<file path="src/hw/rtl/bitmap_contiguous_block_allocator_defines.svh">
// Assertion macros for the bitmap block allocator.
// Used by modules that hold clk_i and rst_ni; no other dependencies.
`ifndef BITMAP_CONTIGUOUS_BLOCK_ALLOCATOR_DEFINES_SVH
`define BITMAP_CONTIGUOUS_BLOCK_ALLOCATOR_DEFINES_SVH

// Condition must hold on every clock outside reset.
`define BCBA_ASSERT(lbl, cond, msg) \
  lbl: assert property (@(posedge clk_i) disable iff (!rst_ni) (cond)) else $error(msg);

// Trigger implies consequence on the following clock.
`define BCBA_ASSERT_NEXT(lbl, trig, cons, msg) \
  lbl: assert property (@(posedge clk_i) disable iff (!rst_ni) (trig) |=> (cons)) else $error(msg);

`endif

</file>
<file path="src/hw/rtl/bcba_pkg.sv">
// Shared types and constants for the bitmap block allocator.
// No dependencies.
package bcba_pkg;

  localparam int unsigned NUM_BLOCKS_DEF = 1024;

  localparam int unsigned OP_W     = 2;
  localparam int unsigned START_W  = 10;
  localparam int unsigned COUNT_W  = 11;
  localparam int unsigned STATUS_W = 2;
  localparam int unsigned RUNS_W   = 10;
  localparam int unsigned IN_W     = 24;
  localparam int unsigned OUT_W    = 48;

  typedef enum logic [OP_W-1:0] {
    OP_INIT  = 2'd0,
    OP_ALLOC = 2'd1,
    OP_FREE  = 2'd2,
    OP_QUERY = 2'd3
  } op_e;

  typedef enum logic [STATUS_W-1:0] {
    ST_OK      = 2'd0,
    ST_INVALID = 2'd1,
    ST_NOSPACE = 2'd2
  } status_e;

  typedef enum logic [1:0] {
    S_IDLE = 2'd0,
    S_SCAN = 2'd1,
    S_DONE = 2'd2
  } state_e;

  // Control from the sequencer to the ring of map cells.
  typedef struct packed {
    logic shift;
    logic tail_bit;
  } ring_ctl_t;

endpackage

</file>
<file path="src/hw/rtl/bcba_cell.sv">
// One usage bit of the block map; shifts toward the head of the ring.
// Depends on nothing but the clock and reset.
module bcba_cell (
  input  logic clk_i,
  input  logic rst_ni,
  input  logic shift_i,
  input  logic d_i,
  output logic q_o
);

  logic bit_q;

  always_ff @(posedge clk_i or negedge rst_ni) begin
    if (!rst_ni) begin
      bit_q <= 1'b0;
    end else if (shift_i) begin
      bit_q <= d_i;
    end
  end

  assign q_o = bit_q;

endmodule

</file>
<file path="src/hw/rtl/bcba_ctrl.sv">
// Sequencer: watches the head cell of the rotating map, rewrites the tail,
// keeps the free count and builds the result. Uses bcba_pkg and the defines.
`include "bitmap_contiguous_block_allocator_defines.svh"

module bcba_ctrl import bcba_pkg::*; #(
  parameter int unsigned NUM_BLOCKS = NUM_BLOCKS_DEF
) (
  input  logic                clk_i,
  input  logic                rst_ni,
  input  logic                cfg_we_i,
  input  logic [COUNT_W-1:0]  cfg_wdata_i,
  input  logic                in_valid_i,
  output logic                in_ready_o,
  input  logic [OP_W-1:0]     in_op_i,
  input  logic [START_W-1:0]  in_start_i,
  input  logic [COUNT_W-1:0]  in_count_i,
  output logic                out_valid_o,
  input  logic                out_ready_i,
  output logic [OUT_W-1:0]    out_data_o,
  input  logic                head_i,
  output ring_ctl_t           ring_o
);

  localparam int unsigned IDX_W = $clog2(NUM_BLOCKS);
  localparam int unsigned W     = (IDX_W + 2 > 12) ? IDX_W + 2 : 12;
  localparam logic [IDX_W-1:0] LAST = IDX_W'(NUM_BLOCKS - 1);
  localparam logic [W-1:0]     TOTAL = W'(NUM_BLOCKS);

  state_e state_q, state_d;
  op_e    op_q, op_d;
  status_e status_q, status_d;
  logic [IDX_W-1:0] idx_q, idx_d;
  logic pass2_q, pass2_d, found_q, found_d;
  logic [W-1:0] start_q, start_d, count_q, count_d, lim_q, lim_d;
  logic [W-1:0] free_q, free_d, run_q, run_d, first_q, first_d;
  logic [W-1:0] largest_q, largest_d, runs_q, runs_d, total_q, total_d;
  logic [COUNT_W-1:0] rsv_q;
  logic out_valid_q;
  logic [OUT_W-1:0] out_data_q;

  logic accept, wrap, in_rng, head_free;
  logic [W-1:0] idx_w, cnt_in, sum;
  logic [W-1:0] run_inc;

  assign accept    = in_valid_i && in_ready_o;
  assign in_ready_o = (state_q == S_IDLE);
  assign wrap      = (idx_q == LAST);
  assign idx_w     = W'(idx_q);
  assign cnt_in    = W'(in_count_i);
  assign sum       = free_q + cnt_in;
  assign head_free = !head_i;
  assign run_inc   = run_q + W'(1);
  assign in_rng    = (idx_w >= start_q) && ((idx_w - start_q) < count_q);

  // next state
  always_comb begin
    state_d = state_q;
    case (state_q)
      S_IDLE: begin
        if (accept) begin
          if ((in_op_i == OP_ALLOC || in_op_i == OP_FREE) && cnt_in == '0) begin
            state_d = S_DONE;
          end else if (in_op_i == OP_ALLOC && cnt_in > free_q) begin
            state_d = S_DONE;
          end else begin
            state_d = S_SCAN;
          end
        end
      end
      S_SCAN: begin
        if (wrap && !(op_q == OP_ALLOC && !pass2_q && found_d)) begin
          state_d = S_DONE;
        end
      end
      S_DONE: begin
        if (!out_valid_q || out_ready_i) begin
          state_d = S_IDLE;
        end
      end
      default: state_d = S_IDLE;
    endcase
  end

  // datapath
  always_comb begin
    op_d = op_q; status_d = status_q; idx_d = idx_q; pass2_d = pass2_q;
    found_d = found_q; start_d = start_q; count_d = count_q; lim_d = lim_q;
    free_d = free_q; run_d = run_q; first_d = first_q; largest_d = largest_q;
    runs_d = runs_q; total_d = total_q;
    ring_o.shift = (state_q == S_SCAN);
    ring_o.tail_bit = head_i;
    case (state_q)
      S_IDLE: begin
        if (accept) begin
          op_d = op_e'(in_op_i);
          status_d = ST_OK;
          idx_d = '0; pass2_d = 1'b0; found_d = 1'b0;
          run_d = '0; first_d = '0; largest_d = '0; runs_d = '0; total_d = '0;
          count_d = cnt_in;
          start_d = (in_op_i == OP_FREE) ? W'(in_start_i) : '0;
          lim_d = (W'(rsv_q) > TOTAL) ? TOTAL : W'(rsv_q);
          case (op_e'(in_op_i))
            OP_INIT: free_d = TOTAL - lim_d;
            OP_ALLOC: begin
              if (cnt_in == '0) begin
                status_d = ST_INVALID;
              end else if (cnt_in > free_q) begin
                status_d = ST_NOSPACE;
              end
            end
            OP_FREE: begin
              if (cnt_in == '0) begin
                status_d = ST_INVALID;
              end else begin
                free_d = (sum > TOTAL) ? TOTAL : sum;
              end
            end
            default: ;
          endcase
        end
      end
      S_SCAN: begin
        idx_d = wrap ? '0 : idx_q + IDX_W'(1);
        case (op_q)
          OP_INIT: ring_o.tail_bit = (idx_w < lim_q);
          OP_FREE: ring_o.tail_bit = in_rng ? 1'b0 : head_i;
          OP_ALLOC: begin
            if (pass2_q) begin
              ring_o.tail_bit = in_rng ? 1'b1 : head_i;
              if (wrap) begin
                free_d = free_q - count_q;
              end
            end else begin
              if (!found_q) begin
                if (head_free) begin
                  run_d = run_inc;
                  if (run_q == '0) begin
                    first_d = idx_w;
                  end
                  if (run_inc == count_q) begin
                    found_d = 1'b1;
                    start_d = (run_q == '0) ? idx_w : first_q;
                  end
                end else begin
                  run_d = '0;
                end
              end
              if (wrap) begin
                if (found_d) begin
                  pass2_d = 1'b1;
                end else begin
                  status_d = ST_NOSPACE;
                end
              end
            end
          end
          default: begin
            // query: run statistics
            if (head_free) begin
              total_d = total_q + W'(1);
              run_d = run_inc;
              if (run_q == '0) begin
                runs_d = runs_q + W'(1);
              end
              if (run_inc > largest_q) begin
                largest_d = run_inc;
              end
            end else begin
              run_d = '0;
            end
          end
        endcase
      end
      default: ;
    endcase
  end

  always_ff @(posedge clk_i or negedge rst_ni) begin
    if (!rst_ni) begin
      state_q <= S_IDLE;
      free_q <= TOTAL;
      rsv_q <= COUNT_W'(1);
      out_valid_q <= 1'b0;
      op_q <= OP_INIT;
      status_q <= ST_OK;
      idx_q <= '0;
      pass2_q <= 1'b0;
      found_q <= 1'b0;
    end else begin
      state_q <= state_d;
      free_q <= free_d;
      op_q <= op_d;
      status_q <= status_d;
      idx_q <= idx_d;
      pass2_q <= pass2_d;
      found_q <= found_d;
      if (cfg_we_i) begin
        rsv_q <= cfg_wdata_i;
      end
      if (state_q == S_DONE && (!out_valid_q || out_ready_i)) begin
        out_valid_q <= 1'b1;
      end else if (out_ready_i) begin
        out_valid_q <= 1'b0;
      end
    end
  end

  always_ff @(posedge clk_i) begin
    start_q <= start_d; count_q <= count_d; lim_q <= lim_d;
    run_q <= run_d; first_q <= first_d; largest_q <= largest_d;
    runs_q <= runs_d; total_q <= total_d;
    if (state_q == S_DONE && (!out_valid_q || out_ready_i)) begin
      // status, alloc_start, free_total, largest_run, run_count, count_mismatch
      out_data_q <= {3'b000,
                     ((op_q == OP_QUERY) && (total_q != free_q)),
                     RUNS_W'(runs_q),
                     COUNT_W'(largest_q),
                     COUNT_W'(free_q),
                     ((op_q == OP_ALLOC && status_q == ST_OK) ?
                      START_W'(start_q) : {START_W{1'b0}}),
                     status_q};
    end
  end

  assign out_valid_o = out_valid_q;
  assign out_data_o  = out_data_q;

  `BCBA_ASSERT(a_free_bounded, free_q <= TOTAL, "free count above total")
  `BCBA_ASSERT_NEXT(a_busy_after_accept, accept, !in_ready_o, "ready while busy")
  `BCBA_ASSERT_NEXT(a_single_pass, state_q == S_SCAN && wrap && op_q != OP_ALLOC,
                    state_q == S_DONE, "scan did not end after one turn")
  `BCBA_ASSERT(a_pass2_found, !pass2_q || found_q, "second pass without a run")

endmodule

</file>
<file path="src/hw/rtl/bitmap_contiguous_block_allocator.sv">
// Bitmap first-fit contiguous block allocator, top level.
// Builds the ring of bcba_cell and the bcba_ctrl sequencer; uses bcba_pkg.
//
// Input channel s_axis: tuser carries the operation (init, alloc, free,
// query); tdata carries free_start and the block count. Output channel m_axis
// carries one result per input. cfg_we_i writes reserved_blocks.
// The map is a ring of one-bit cells; an operation rotates it one full turn,
// one block per cycle, while the sequencer reads the head and rewrites the
// tail. An alloc that finds a run turns it twice (a search turn and a marking
// turn); a zero count or a count above the free count answers without a turn.
// One item is worked at a time; s_axis_tready is high while idle.
// The result sits in an output register: a stalled receiver holds it while
// the next item is already taken and worked; a second result waits for it.
// Reset: all blocks free, free count NUM_BLOCKS, reserved_blocks 1.
module bitmap_contiguous_block_allocator import bcba_pkg::*; #(
  parameter int unsigned NUM_BLOCKS = NUM_BLOCKS_DEF
) (
  input  logic                clk_i,
  input  logic                rst_ni,
  input  logic                cfg_we_i,
  input  logic [COUNT_W-1:0]  cfg_wdata_i,
  input  logic                s_axis_tvalid,
  output logic                s_axis_tready,
  // [9:0] free_start, [20:10] blk_cnt
  input  logic [IN_W-1:0]     s_axis_tdata,
  // [1:0] operation
  input  logic [OP_W-1:0]     s_axis_tuser,
  output logic                m_axis_tvalid,
  input  logic                m_axis_tready,
  // [1:0] status, [11:2] alloc_start, [22:12] free_total,
  // [33:23] largest_run, [43:34] run_count, [44] count_mismatch
  output logic [OUT_W-1:0]    m_axis_tdata
);

  logic [NUM_BLOCKS-1:0] map_q;
  ring_ctl_t ring;

  for (genvar i = 0; i < NUM_BLOCKS; i++) begin : g_cell
    logic d;
    if (i == NUM_BLOCKS - 1) begin : g_tail
      assign d = ring.tail_bit;
    end else begin : g_mid
      assign d = map_q[i+1];
    end
    bcba_cell u_cell (
      .clk_i   (clk_i),
      .rst_ni  (rst_ni),
      .shift_i (ring.shift),
      .d_i     (d),
      .q_o     (map_q[i])
    );
  end

  bcba_ctrl #(
    .NUM_BLOCKS(NUM_BLOCKS)
  ) u_ctrl (
    .clk_i       (clk_i),
    .rst_ni      (rst_ni),
    .cfg_we_i    (cfg_we_i),
    .cfg_wdata_i (cfg_wdata_i),
    .in_valid_i  (s_axis_tvalid),
    .in_ready_o  (s_axis_tready),
    .in_op_i     (s_axis_tuser),
    .in_start_i  (s_axis_tdata[9:0]),
    .in_count_i  (s_axis_tdata[20:10]),
    .out_valid_o (m_axis_tvalid),
    .out_ready_i (m_axis_tready),
    .out_data_o  (m_axis_tdata),
    .head_i      (map_q[0]),
    .ring_o      (ring)
  );

endmodule

</file>
<file path="config.mk">
export PLATFORM = sky130hd
export DESIGN_NAME = bitmap_contiguous_block_allocator
export DESIGN_NICKNAME = d
export VERILOG_FILES = /design/src/hw/rtl/bcba_pkg.sv /design/src/hw/rtl/bcba_cell.sv /design/src/hw/rtl/bcba_ctrl.sv /design/src/hw/rtl/bitmap_contiguous_block_allocator.sv
export VERILOG_INCLUDE_DIRS = /design/src /design/src/hw/rtl
export SDC_FILE = /design/constraint.sdc
export NUM_CORES = 2
export LEC_CHECK = 0
export ABC_AREA = 0
export ABC_CLOCK_PERIOD_IN_PS = 8800
export BUFFER_PORTS_ARGS = -buffer_cell sky130_fd_sc_hd__buf_2
export CELL_PAD_IN_SITES_DETAIL_PLACEMENT = 1
export CELL_PAD_IN_SITES_GLOBAL_PLACEMENT = 1
export CORE_ASPECT_RATIO = 0.8
export CORE_MARGIN = 1
export CORE_UTILIZATION = 52
export DETAILED_ROUTE_END_ITERATION = 10
export GPL_TIMING_DRIVEN = 0
export HOLD_SLACK_MARGIN = 0.03
export PLACE_DENSITY = 0.86
export SETUP_SLACK_MARGIN = 0.05
export SLEW_MARGIN = 10
export SYNTH_ARGS = -nofsm -noshare
export SYNTH_HDL_FRONTEND = slang
export SYNTH_SLANG_ARGS = --single-unit
export TNS_END_PERCENT = 1
</file>
<file path="constraint.sdc">
create_clock -name clk_i -period 8.8 [get_ports clk_i]
set_clock_uncertainty 0.2 [all_clocks]
set_input_delay 0.44 -clock clk_i [delete_from_list [all_inputs] [get_ports clk_i]]
set_output_delay 0.44 -clock clk_i [all_outputs]
set_load 0.1 [all_outputs]
</file>
==> results.yml <==
outcome:
  status: "finished, final reports clean"
floorplanning:
  start_util_pct: 52.4
  die_y_um: 276
  die_w_um: 344
  num_io_pins: 92
  core_area_um2: 93000
  die_area_um2: 94900
  fp-row-count: 100
placement:
  port_buffers: 85
  dp_hpwl_um: 73100
  placed_area_um2: 50900
  gp_congestion: 0.892
yosys:
  synthDominantCellAreaShare_pct: 54.6
  syn_inst: 5338
  ys_ff_latch: 1203
  synth_cell_types: 84
  yosysWarnings: 0
  async_flop_share_pct: 88.6
  synth-edff-count: 137
  ys_seq_area_share_pct: 63.2
  syn_area_per_cell_um2: 9.13
  yosysTopAreaCell: "dfrtp_1"
  synth_flop_cell: "dfrtp_1"
  syn_area_um2: 48700
  yosys-top-cells-area: "dfrtp_1 (55%), nand2_1 (24%), edfxtp_1 (8.4%)"
worst_setup_path:
  start_kind: "flip-flop"
  path_class: "reg2reg"
  cp_max_fo: 12
  cp.arrival_ns: 4.65
  endpoint_kind: "flip-flop"
  required_ns: 8.91
power_and_ir_drop:
  p_switching_mw: 3.18
  leakage_nw: 30.0
  power_density_nw_per_um2: 223
  p_clk_share_pct: 42.1
  peakVddDrop_v: 0.000151
  swShare_pct: 25.7
  p_comb_share_pct: 9.2
  seq_power_share_pct: 48.7
  p_int_mw: 9.17
finish:
  multiInputGateArea_um2: 16600
  regArea_um2: 30800
  drive_above_1_share_pct: 5.99
  nets: 5722
  synthToLayoutAreaGrowth_pct: 13.5
  design_area_um2: 55300
  fillerInstances: 10500
grt:
  met3_usage_pct: 3.74
  grt_pass1_wl_um: 206000
  gr-usage-all-layers_pct: 26.7
  grt_antenna_before_repair: 1
  grtUsageMet2_pct: 46.3
  grt_max_degree: 156
  top_usage_layer: "met2"
  grt_pass1_vias: 40200
  met1_usage_pct: 34.4
  grt_overflow: 0
timing:
  fin_crit_sh_pct: 51.6
  max_slew_margin_pct: 19.1
  timing.final.hold_violations: 0
  setup_viol_count_final: 0
  max_freq_mhz: 220
  final.setup.tns_ns: 0
  grt_setup_unrepaired: "no"
  worstMarginPinSlew_ns: 1.21
  fin_crit_ns: 4.54
  report.final.slew_viol_count: 0
worst_hold_path:
  min_path_type: "in2async"
clocking:
  ctsLongestPathBuffers: 3
  cts_tree: "done"
  cts_root_buf: "clkbuf_16"
  cts_buffers: 118
  cts.sinks: 1203
  cts-htree-levels: 3
  clkTransAtPathRegs_ns: 0.06
  clock_latency_ns: 0.70
route:
  routed-via-count: 36600
  via_per_inst: 5.29
  drc: 0
  wirelength_um: 122000
  initialDrtViolationCount: 2346
  drt_pass1_iterations: 5
  antenna_left: 0
  wl_per_cell_um: 17.6
run:
  maxCapViolations: 0
[Yosys cell counts, types with 4 or more instances]
| master | instances |
|---|---|
| nand2_1 | 3114 |
| dfrtp_1 | 1064 |
| clkbuf_1 | 232 |
| edfxtp_1 | 137 |
| nor2_1 | 108 |
| inv_1 | 92 |
| ha_1 | 83 |
| o21ai_0 | 46 |
| a21oi_1 | 42 |
| xnor2_1 | 37 |
| xor2_1 | 37 |
| nand3_1 | 26 |
| buf_1 | 22 |
| nor3_1 | 22 |
| a21o_1 | 21 |
| nor4_1 | 18 |
| nand2b_1 | 17 |
| and3_1 | 15 |
| nor2b_1 | 15 |
| nand4_1 | 12 |
| a31oi_1 | 11 |
| mux2_2 | 11 |
| mux2i_1 | 10 |
| o21a_1 | 9 |
| o31ai_1 | 8 |
| or3_1 | 8 |
| a211oi_1 | 7 |
| and2_1 | 7 |
| o211ai_1 | 7 |
| buf_2 | 5 |
| buf_4 | 5 |
| o2111ai_1 | 5 |
| a221oi_1 | 4 |
| o21ai_1 | 4 |
| o21bai_1 | 4 |
| o22ai_1 | 4 |
[layout by cell type (no fill, tap or decap), drive strengths merged, types with 23 or more instances in the layout]
cell type	netlist	routed
buf	33	127
clkbuf	232	394
nand3	27	27
inv	93	95
clkinv	1	42
dlygate4sd3	0	40
nor3	23	23
edfxtp	137	137
o21ai	50	50
ha	83	83
xor2	38	38
nor2	108	108
a21oi	44	44
nand2	3115	3115
xnor2	37	37
dfrtp	1064	1064
[metrics by stage]
step	power [mW]	worst slack (ns)	instances	hold WS, ns	util [%]
finish	12.4	4.26	6920	0.149	59.5
global route	12.8	3.99	6919	0.247	59.5
CTS	12.4	4.28	6919	0.186	59.5
detailed placement	7.14	4.38	6658	0.245	54.8
global placement	7.05	-16.49	6649	0.230	54.5
floorplan	6.71	4.47	5340	-0.0556	-
[flip-flops by register name (all words and copies together), names as in the netlist, 2 cells and up]
| name | count |
|---|---|
| g_cell.u_cell.q_o | 1024 |
| u_ctrl.count_q | 11 |
| u_ctrl.first_q | 12 |
| u_ctrl.free_q | 12 |
| u_ctrl.idx_q | 10 |
| u_ctrl.largest_q | 12 |
| u_ctrl.lim_q | 11 |
| u_ctrl.op_q | 2 |
| u_ctrl.out_data_o | 45 |
| u_ctrl.rsv_q | 11 |
| u_ctrl.run_q | 12 |
| u_ctrl.runs_q | 10 |
| u_ctrl.start_q | 12 |
| u_ctrl.state_q | 2 |
| u_ctrl.status_q | 2 |
| u_ctrl.total_q | 12 |
[cell type report]
type                    instances  area share [%]
inverters                      94           0.638
multi-input cells            3778            30.0
flip-flops and latches       1203            55.7
diodes                          1         0.00453
clock inverters                59           0.980
repair buffers                134            1.92
clock buffers                 162            6.19
well taps                    1224            2.77
plain buffers                 265            1.86
[critical path, cell delays in order, from the launching register on]
cell and delay (ns):
edfxtp_1 0.54, ha_1 0.32, nand4_2 0.21, nor3_1 0.41, xnor2_1 0.27, inv_1 0.09, ha_1 0.32, nand4_1 0.11
or2_2 0.33, o221ai_1 0.20, o21ai_0 0.19, a21oi_1 0.99
[logic make-up after synthesis]
kind of cell    count (synthesis)  share of synthesized area, %
mux                            22                         0.483
fa+ha+maj                      86                          2.25
simple gates                 3384                          26.9
compound gates                207                          2.87
buf+inv                       359                          2.83
other cells                     1                       0.00770
xor+xnor                       76                          1.41
flops                        1203                          63.2
[path summary, 6_finish.rpt]
kind | start | end | slack, ns | depth (start not counted)
worst max-delay path | u_ctrl.run_q[0]$_SDFFCE_PP0P_ | u_ctrl.largest_q[2]$_SDFFCE_PN0P_ | 4.26 | 11
worst min-delay path | rst_ni | u_ctrl.free_q[11]$_DFFE_PN0P_ | 0.15 | 2
worst max register to register | u_ctrl.run_q[0]$_SDFFCE_PP0P_ | u_ctrl.largest_q[2]$_SDFFCE_PN0P_ | 4.26 | 11
worst min register to register | u_ctrl.largest_q[5]$_SDFFCE_PN0P_ | u_ctrl.out_data_o[28]$_DFFE_PP_ | 0.26 | 0
max in group asynchronous | rst_ni | g_cell[532].u_cell.q_o$_DFFE_PN0P_ | 5.94 | 5
min in group clk_i | cfg_we_i | u_ctrl.rsv_q[8]$_DFFE_PN0P_ | 0.26 | 3
[power groups by stage]
stage                     sequential, mW  combinational [mW]  clock [mW]
after CTS                           6.01                1.11        5.28
final                               6.02                1.14        5.20
after global routing                6.03                1.25        5.49
after floorplan                     6.02               0.692           0
after detailed placement            6.10                1.04           0
after global placement              6.09               0.955           0
[layer usage]
layer | wire (um) | share of wire [%]
met4 | 4110 | 3.4
met5 | 0 | 0
met1 | 52000 | 43
met3 | 4890 | 4.0
met2 | 61100 | 50
[timing repair]
action,in CTS,in global routing
buffers inserted,0,0
gates resized for setup,0,0
endpoints found under the hold margin,157,0
hold buffers,40,0
Note: power is estimated with default switching activity, not from simulation.
